$ cat config.mk
export PLATFORM = sky130hd
export DESIGN_NAME = utf8_word_tokenizer_unit
export DESIGN_NICKNAME = d
export VERILOG_FILES = /design/src/rtl/core/uwt_pkg.sv /design/src/rtl/core/utf8_word_tokenizer_unit.sv
export SDC_FILE = /design/constraint.sdc
export NUM_CORES = 1
export LEC_CHECK = 0
export CORE_UTILIZATION = 50
export CTS_CLUSTER_DIAMETER = 120
export DETAILED_ROUTE_END_ITERATION = 8
export DONT_BUFFER_PORTS = 1
export PLACE_DENSITY = 0.67
export SYNTH_ARGS = -nofsm -noshare
export SYNTH_HDL_FRONTEND = slang
export SYNTH_SLANG_ARGS = --single-unit
$ cat constraint.sdc
create_clock -name clk -period 10.4 [get_ports clk]
set_input_delay 1.56 -clock clk [delete_from_list [all_inputs] [get_ports clk]]
set_output_delay 1.56 -clock clk [all_outputs]
set_load 0.05 [all_outputs]
$ cat src/rtl/core/uwt_pkg.sv
`default_nettype none

package uwt_pkg;

    // Result codes
    typedef enum logic [2:0] {
        KIND_TOKEN_BYTE = 3'd0,
        KIND_TOKEN_END  = 3'd1,
        KIND_INVALID    = 3'd2,
        KIND_EMPTY      = 3'd3,
        KIND_TEXT_END   = 3'd4
    } kind_t;

    // Configuration register indexes
    localparam logic CFG_KEEP_DIGITS = 1'b0;
    localparam logic CFG_FOLD_YO     = 1'b1;

    localparam int CP_W      = 21;
    localparam int IDX_W     = 24;
    localparam int BATCH_MAX = 4;     // most results one request can cause

    localparam logic [IDX_W-1:0] TOKEN_MAX = {IDX_W{1'b1}};

    // Code points
    localparam logic [CP_W-1:0] CP_CYR_UP_LO  = 21'h000410;
    localparam logic [CP_W-1:0] CP_CYR_UP_HI  = 21'h00042F;
    localparam logic [CP_W-1:0] CP_YO_UP      = 21'h000401;
    localparam logic [CP_W-1:0] CP_YO_LO      = 21'h000451;
    localparam logic [CP_W-1:0] CP_YE_LO      = 21'h000435;
    localparam logic [CP_W-1:0] CP_YE_UP      = 21'h000415;
    localparam logic [CP_W-1:0] CP_GRK_UP_LO  = 21'h000391;
    localparam logic [CP_W-1:0] CP_GRK_UP_HI  = 21'h0003A9;
    localparam logic [CP_W-1:0] CP_LAT_EXT_LO = 21'h0000C0;
    localparam logic [CP_W-1:0] CP_LAT_EXT_HI = 21'h00024F;
    localparam logic [CP_W-1:0] CP_GRK_LO     = 21'h000370;
    localparam logic [CP_W-1:0] CP_GRK_HI     = 21'h0003FF;
    localparam logic [CP_W-1:0] CP_CYR_LO     = 21'h000400;
    localparam logic [CP_W-1:0] CP_CYR_HI     = 21'h0004FF;
    localparam logic [CP_W-1:0] CP_ASCII_A    = 21'h000041;
    localparam logic [CP_W-1:0] CP_ASCII_Z    = 21'h00005A;
    localparam logic [CP_W-1:0] CP_ASCII_LA   = 21'h000061;
    localparam logic [CP_W-1:0] CP_ASCII_LZ   = 21'h00007A;
    localparam logic [CP_W-1:0] CP_DIGIT_0    = 21'h000030;
    localparam logic [CP_W-1:0] CP_DIGIT_9    = 21'h000039;
    localparam logic [CP_W-1:0] CP_ASCII_TOP  = 21'h00007F;
    localparam logic [CP_W-1:0] CP_CASE_STEP  = 21'h000020;

    // One result as it sits in the output batch
    typedef struct packed {
        kind_t             kind;
        logic [7:0]        data;
        logic [IDX_W-1:0]  idx;
    } result_t;

    function automatic logic cp_is_letter(input logic [CP_W-1:0] cp);
        return (cp inside {[CP_CYR_LO:CP_CYR_HI], [CP_ASCII_A:CP_ASCII_Z],
                           [CP_ASCII_LA:CP_ASCII_LZ], [CP_LAT_EXT_LO:CP_LAT_EXT_HI],
                           [CP_GRK_LO:CP_GRK_HI]});
    endfunction

    function automatic logic [CP_W-1:0] lower_cp(input logic [CP_W-1:0] cp);
        logic [CP_W-1:0] res;
        res = cp;
        if (cp inside {[CP_CYR_UP_LO:CP_CYR_UP_HI], [CP_ASCII_A:CP_ASCII_Z],
                       [CP_GRK_UP_LO:CP_GRK_UP_HI]})
        begin
            res = cp + CP_CASE_STEP;
        end
        else if (cp == CP_YO_UP)
        begin
            res = CP_YO_LO;
        end
        return res;
    endfunction

    function automatic logic [IDX_W-1:0] sat_inc(input logic [IDX_W-1:0] v);
        return (v == TOKEN_MAX) ? v : v + 1'b1;
    endfunction

endpackage

`default_nettype wire

$ cat src/rtl/core/utf8_word_tokenizer_unit.sv
// Channel   Handshake              Payload
// input     in_valid / in_ready    data_byte, has_byte, end_of_text
// output    out_valid / out_ready  kind, out_byte, token_index, last_of_run
// config    cfg_write              cfg_index, cfg_data (no wait, no read-back)
//
// One request per cycle while each gives at most one result and out_ready is
// high; a request giving several results keeps the output busy, and the next
// request waits in the input register until the last of them is taken.
// The first result passes the input register and then the result batch
// register before it shows at the output.
// The input register takes a request while a result still waits at the output.
// Reset clears the text state and sets both configuration bits.
`default_nettype none

module utf8_word_tokenizer_unit
    import uwt_pkg::*;
(
    input  wire logic              clk,
    input  wire logic              rst_n,
    // configuration
    input  wire logic              cfg_write,
    input  wire logic              cfg_index,
    input  wire logic              cfg_data,
    // input channel
    input  wire logic              in_valid,
    output logic                   in_ready,
    input  wire logic [7:0]        data_byte,
    input  wire logic              has_byte,
    input  wire logic              end_of_text,
    // output channel
    output logic                   out_valid,
    input  wire logic              out_ready,
    output logic [2:0]             kind,
    output logic [7:0]             out_byte,
    output logic [IDX_W-1:0]       token_index,
    output logic                   last_of_run
);

    localparam int PTR_W  = $clog2(BATCH_MAX);
    localparam int LEFT_W = $clog2(BATCH_MAX + 1);

    // configuration
    logic keep_digits_reg;
    logic fold_yo_reg;

    // input register
    logic       hold_valid_reg;
    logic [7:0] hold_byte_reg;
    logic       hold_has_reg;
    logic       hold_fin_reg;

    // text state
    logic [CP_W-1:0]  acc_reg,   acc_next;
    logic [1:0]       pend_reg,  pend_next;
    logic             open_reg,  open_next;
    logic [IDX_W-1:0] count_reg, count_next;
    logic             seen_reg,  seen_next;
    logic             err_reg,   err_next;

    // result batch
    result_t           batch_reg [BATCH_MAX];
    result_t           batch_next [BATCH_MAX];
    logic [LEFT_W-1:0] left_reg;
    logic [LEFT_W-1:0] num_next;
    logic [PTR_W-1:0]  rd_ptr_reg;

    logic in_fire;
    logic out_fire;
    logic advance;

    // decode scratch
    logic            cp_done;
    logic            bad;
    logic [CP_W-1:0] cp;
    logic [CP_W-1:0] cp_fold;
    logic [CP_W-1:0] cp_low;
    logic [CP_W-1:0] acc_shift;
    logic            keep;

    // handshakes
    assign out_valid = (left_reg != '0);
    assign out_fire  = out_valid && out_ready;
    assign advance   = hold_valid_reg &&
                       ((left_reg == '0) || ((left_reg == LEFT_W'(1)) && out_ready));
    assign in_ready  = !hold_valid_reg || advance;
    assign in_fire   = in_valid && in_ready;

    // output port from the batch head
    assign kind        = batch_reg[rd_ptr_reg].kind;
    assign out_byte    = batch_reg[rd_ptr_reg].data;
    assign token_index = batch_reg[rd_ptr_reg].idx;
    assign last_of_run = (left_reg == LEFT_W'(1));

    // decode one request and build its results
    always_comb
    begin
        acc_next   = acc_reg;
        pend_next  = pend_reg;
        open_next  = open_reg;
        count_next = count_reg;
        seen_next  = seen_reg;
        err_next   = err_reg;
        num_next   = '0;
        for (int i = 0; i < BATCH_MAX; i++)
        begin
            batch_next[i] = '{kind: KIND_TOKEN_BYTE, data: 8'h00, idx: '0};
        end
        cp_done   = 1'b0;
        bad       = 1'b0;
        cp        = '0;
        acc_shift = {acc_reg[CP_W-7:0], hold_byte_reg[5:0]};

        // UTF-8 byte
        if (hold_has_reg)
        begin
            seen_next = 1'b1;
            if (!err_reg)
            begin
                if (pend_reg == 2'd0)
                begin
                    if (!hold_byte_reg[7])
                    begin
                        cp_done = 1'b1;
                        cp      = {{(CP_W-8){1'b0}}, hold_byte_reg};
                    end
                    else if (hold_byte_reg[7:5] == 3'b110)
                    begin
                        acc_next  = {{(CP_W-5){1'b0}}, hold_byte_reg[4:0]};
                        pend_next = 2'd1;
                    end
                    else if (hold_byte_reg[7:4] == 4'b1110)
                    begin
                        acc_next  = {{(CP_W-4){1'b0}}, hold_byte_reg[3:0]};
                        pend_next = 2'd2;
                    end
                    else if (hold_byte_reg[7:3] == 5'b11110)
                    begin
                        acc_next  = {{(CP_W-3){1'b0}}, hold_byte_reg[2:0]};
                        pend_next = 2'd3;
                    end
                    else
                    begin
                        bad = 1'b1;
                    end
                end
                else if (hold_byte_reg[7:6] != 2'b10)
                begin
                    bad = 1'b1;
                end
                else
                begin
                    pend_next = pend_reg - 2'd1;
                    if (pend_reg == 2'd1)
                    begin
                        cp_done  = 1'b1;
                        cp       = acc_shift;
                        acc_next = '0;
                    end
                    else
                    begin
                        acc_next = acc_shift;
                    end
                end
            end
        end

        // bad lead or continuation byte
        if (bad)
        begin
            batch_next[num_next[PTR_W-1:0]] = '{kind: KIND_INVALID, data: 8'h00,
                                                idx: count_reg};
            num_next  = num_next + 1'b1;
            err_next  = 1'b1;
            open_next = 1'b0;
            pend_next = 2'd0;
            acc_next  = '0;
        end

        // complete code point: fold, lower-case, re-encode, or end the open token
        cp_fold = cp;
        if (fold_yo_reg && (cp == CP_YO_LO))
        begin
            cp_fold = CP_YE_LO;
        end
        else if (fold_yo_reg && (cp == CP_YO_UP))
        begin
            cp_fold = CP_YE_UP;
        end
        cp_low = cp_is_letter(cp) ? lower_cp(cp_fold) : cp;
        keep   = cp_is_letter(cp) ||
                 (keep_digits_reg && (cp >= CP_DIGIT_0) && (cp <= CP_DIGIT_9));

        if (cp_done)
        begin
            if (keep)
            begin
                if (cp_low <= CP_ASCII_TOP)
                begin
                    batch_next[num_next[PTR_W-1:0]] = '{kind: KIND_TOKEN_BYTE,
                                                        data: cp_low[7:0],
                                                        idx: count_reg};
                    num_next = num_next + 1'b1;
                end
                else
                begin
                    batch_next[num_next[PTR_W-1:0]] = '{kind: KIND_TOKEN_BYTE,
                                                        data: {3'b110, cp_low[10:6]},
                                                        idx: count_reg};
                    batch_next[num_next[PTR_W-1:0] + 1'b1] = '{kind: KIND_TOKEN_BYTE,
                                                        data: {2'b10, cp_low[5:0]},
                                                        idx: count_reg};
                    num_next = num_next + LEFT_W'(2);
                end
                open_next = 1'b1;
            end
            else if (open_reg)
            begin
                batch_next[num_next[PTR_W-1:0]] = '{kind: KIND_TOKEN_END, data: 8'h00,
                                                    idx: count_reg};
                num_next   = num_next + 1'b1;
                count_next = sat_inc(count_reg);
                open_next  = 1'b0;
            end
        end

        // end of text
        if (hold_fin_reg)
        begin
            if (!seen_next)
            begin
                batch_next[num_next[PTR_W-1:0]] = '{kind: KIND_EMPTY, data: 8'h00,
                                                    idx: '0};
                num_next = num_next + 1'b1;
            end
            else
            begin
                if (!err_next && (pend_next != 2'd0))
                begin
                    batch_next[num_next[PTR_W-1:0]] = '{kind: KIND_INVALID,
                                                        data: 8'h00, idx: count_next};
                    num_next = num_next + 1'b1;
                end
                else if (!err_next && open_next)
                begin
                    batch_next[num_next[PTR_W-1:0]] = '{kind: KIND_TOKEN_END,
                                                        data: 8'h00, idx: count_next};
                    num_next   = num_next + 1'b1;
                    count_next = sat_inc(count_next);
                end
                batch_next[num_next[PTR_W-1:0]] = '{kind: KIND_TEXT_END, data: 8'h00,
                                                    idx: count_next};
                num_next = num_next + 1'b1;
            end
            acc_next   = '0;
            pend_next  = 2'd0;
            open_next  = 1'b0;
            count_next = '0;
            seen_next  = 1'b0;
            err_next   = 1'b0;
        end
    end

    // configuration registers
    always_ff @(posedge clk or negedge rst_n)
    begin
        if (!rst_n)
        begin
            keep_digits_reg <= 1'b1;
            fold_yo_reg     <= 1'b1;
        end
        else if (cfg_write)
        begin
            case (cfg_index)
                CFG_KEEP_DIGITS: keep_digits_reg <= cfg_data;
                CFG_FOLD_YO:     fold_yo_reg     <= cfg_data;
                default:         keep_digits_reg <= keep_digits_reg;
            endcase
        end
    end

    // input register control
    always_ff @(posedge clk or negedge rst_n)
    begin
        if (!rst_n)
        begin
            hold_valid_reg <= 1'b0;
        end
        else if (in_fire)
        begin
            hold_valid_reg <= 1'b1;
        end
        else if (advance)
        begin
            hold_valid_reg <= 1'b0;
        end
    end

    // input register payload
    always_ff @(posedge clk)
    begin
        if (in_fire)
        begin
            hold_byte_reg <= data_byte;
            hold_has_reg  <= has_byte;
            hold_fin_reg  <= end_of_text;
        end
    end

    // text state
    always_ff @(posedge clk or negedge rst_n)
    begin
        if (!rst_n)
        begin
            acc_reg   <= '0;
            pend_reg  <= 2'd0;
            open_reg  <= 1'b0;
            count_reg <= '0;
            seen_reg  <= 1'b0;
            err_reg   <= 1'b0;
        end
        else if (advance)
        begin
            acc_reg   <= acc_next;
            pend_reg  <= pend_next;
            open_reg  <= open_next;
            count_reg <= count_next;
            seen_reg  <= seen_next;
            err_reg   <= err_next;
        end
    end

    // batch count and read pointer
    always_ff @(posedge clk or negedge rst_n)
    begin
        if (!rst_n)
        begin
            left_reg   <= '0;
            rd_ptr_reg <= '0;
        end
        else if (advance)
        begin
            left_reg   <= num_next;
            rd_ptr_reg <= '0;
        end
        else if (out_fire)
        begin
            left_reg   <= left_reg - 1'b1;
            rd_ptr_reg <= rd_ptr_reg + 1'b1;
        end
    end

    // batch payload
    always_ff @(posedge clk)
    begin
        if (advance)
        begin
            for (int i = 0; i < BATCH_MAX; i++)
            begin
                batch_reg[i] <= batch_next[i];
            end
        end
    end

endmodule

`default_nettype wire

==> out/qor.yml <==
grt_use_met2: 0.4625
via_count: 11210
dp_cells: 1598
grt_max_degree: 97
clockBufferDepth: 2
drive_gt1_frac: 0.1015
ys_types: 90
r2r-start: "pend_reg[0]"
synth_seq_cells: 193
vias_per_cell: 6.880
syn-cell-area_sq_um: 12890
p_leak_nw: 4.737
finalInstanceArea_sq_um: 13700
cts_resized: 0
instances_no_fill: 1630
r2r_end: "batch_reg[1][15]"
synth_cells: 1340
max_stage_delay_ns: 0.71
fmax_ghz: 0.1218
grt_pass1_wl_mm: 61.86
cts-root-buf: "clkbuf_16"
yosysWarnings: 0
synth-seq-area-share: 0.4297
final_cell_mix: "nand2_1 (145), edfxtp_1 (141), a21oi_1 (101), nor2_1 (91), o21ai_0 (55)"
setup_violations: 0
rows: 58
grt_usage: 0.3069
whs_ns: 0.5390
fin_tns_setup_ns: 0
dr.pass1.iters: 5
postSynthAreaPerCell_sq_um: 9.617
routabilityCongestion: 0.9700
start_util: 0.5103
gr-total-overflow: 0
crit_fanout: 22
rsz0062_at_grt: "no"
start_kind: "register"
gr-max-usage-layer: "met2"
grt_use_met1: 0.4430
fillers: 2227
post-route-period-util: 0.7897
diodes: 0
antenna_found_initial: 0
p_per_area_nw_per_um2: 301.3
io_buffers: 0
die_x_um: 162.5
synth_edf_count: 141
cts_num_sinks: 193
slowest_stage: "nor3_1"
dp_slack_ns: 2.443
globalRouteMet3Util: 0.05042
core_area_sq_um: 25250
dpl_cell_area_sq_um: 13110
ioPinCount: 55
grt_pass1_vias: 10580
crit_type: "register to register"
r2r_slack_ns: 2.19
critPathLaunch: "pend_reg[0]"
syn2layout_area_growth_pct: 6.320
path_buf_inv: 3
period_minus_slack_ns: 8.212
cts_hold_buf: 0
drt_iter0_markers: 1210
slew_headroom: 0.1513
worst_slack_ns: 2.188
largest_reg_flops: 131
dpl.hpwl_mm: 27.31
postCtsSetupBuffers: 0
path_depth: 26
reg2regPathDepth: 26
layout_commonest_cell: "nand2_1"
hp-class: "register to register"
htreeDepth: 4
dieArea_sq_um: 26420
min_path_cells: 1
arrival_ns: 8.50
path_clk_slew_ns: 0.08
synth_ff_type: "edfxtp_1"
clk_latency_ns: 0.45
drtAntennaViolNets: 0
drt_wl_total_mm: 39.88
cts_made_buffers: 17
max-vdd-ir-drop_uv: 271.8
outcome: "finished, final reports clean"
end_kind: "register"
wl_per_cell_um: 24.47
hold_path_end: "acc_reg[9]"
cp_common_cell: "ha_1"
die_h_um: 162.5
cap_viol_max_count: 0
crit_family: "simple AND/OR/NAND/NOR gates"
finalHoldViolCount: 0
worstPathRequired_ns: 10.69
drv_slew: 0
cts_tree: "built"
num-nets-final: 1327
synthArstFlopShare: 0.2694
hp-start: "acc_reg[9]"
clock_skew_ns: 0.01259
worst_pin_slew_ns: 1.270
post-route-drc-count: 0
## stage by stage
step             util  power [W]
6_report       0.5426   0.004128
5_1_grt        0.5426   0.004326
4_1_cts        0.5426   0.004095
3_5_place_dp   0.5192   0.003430
3_3_place_gp   0.5192   0.003397
2_1_floorplan       -   0.002943
## final cells by class
cell class	count	area, sq um	area share
multi-input cells	1017	6834	0.4988
flip-flops and latches	193	5540	0.4043
clock buffers	17	425.4	0.03105
well taps	330	412.9	0.03013
repair buffers	27	202.7	0.01479
clock inverters	15	165.2	0.01205
inverters	31	121.4	0.008858
## report_power, final
group | internal (W) | total [W] | switching, W
combinational | 0.000573 | 0.00212 | 0.00154
clock | 0.000323 | 0.000678 | 0.000354
sequential | 0.00116 | 0.00133 | 0.000177
## worst max path at each step
| stage | to |
|---|---|
| floorplan | err_reg |
| finish | batch_reg[1][15] |
| detailed placement | batch_reg[1][15] |
| CTS | batch_reg[1][15] |
| global placement | batch_reg[1][15] |
| global route | batch_reg[1][15] |
## worst reg2reg max path: stages (launching register included)
cell      delay (ns)
dfrtp_1         0.43
inv_1           0.13
ha_1            0.61
nor2b_1         0.13
nor4b_1         0.62
nand3_1         0.25
nor4_1          0.37
a31oi_1         0.24
ha_1            0.31
nand2_1         0.07
nand2_1         0.05
a31oi_1         0.19
o221ai_1        0.19
a21oi_1         0.16
nor2_1          0.05
buf_4           0.21
ha_1            0.28
o211ai_1        0.47
ha_1            0.34
a21oi_1         0.28
inv_1           0.11
ha_1            0.28
nand2_1         0.59
nand2_1         0.67
nor3_1          0.71
a22oi_1         0.18
o21ai_1         0.12
## cells by family after synthesis
group,count (synthesis),share of synthesized area
compound gates,398,0.2071
buf+inv,136,0.04243
mux,54,0.06874
flops,193,0.4297
xor+xnor,56,0.03806
other cells,1,0.0002910
fa+ha+maj,23,0.02233
simple gates,479,0.1914
## routing by layer
layer / vias to the layer above / share of wire
li1: 5007 / -
met1: 5500 / 0.44
met2: 611 / 0.44
met3: 96 / 0.086
met4: 0 / 0.027
met5: - / 0
## synthesized netlist by cell type, types with 18 or more instances
cell / instances / area, sq um
a21oi_1: 101 / 505.5
a31oi_1: 20 / 125.1
and3_1: 18 / 112.6
clkbuf_1: 87 / 326.6
dfrtp_1: 50 / 1251
edfxtp_1: 141 / 4234
ha_1: 23 / 287.8
inv_1: 29 / 108.9
mux2i_1: 21 / 210.2
mux4_2: 27 / 608.1
nand2_1: 145 / 544.3
nand3_1: 46 / 230.2
nand4_1: 22 / 137.6
nor2_1: 92 / 345.3
nor3_1: 36 / 180.2
o21ai_0: 62 / 310.3
o21ai_1: 23 / 115.1
o22ai_1: 34 / 212.7
xnor2_1: 36 / 315.3
xor2_1: 20 / 175.2
Note: power is estimated with default switching activity, not from simulation.
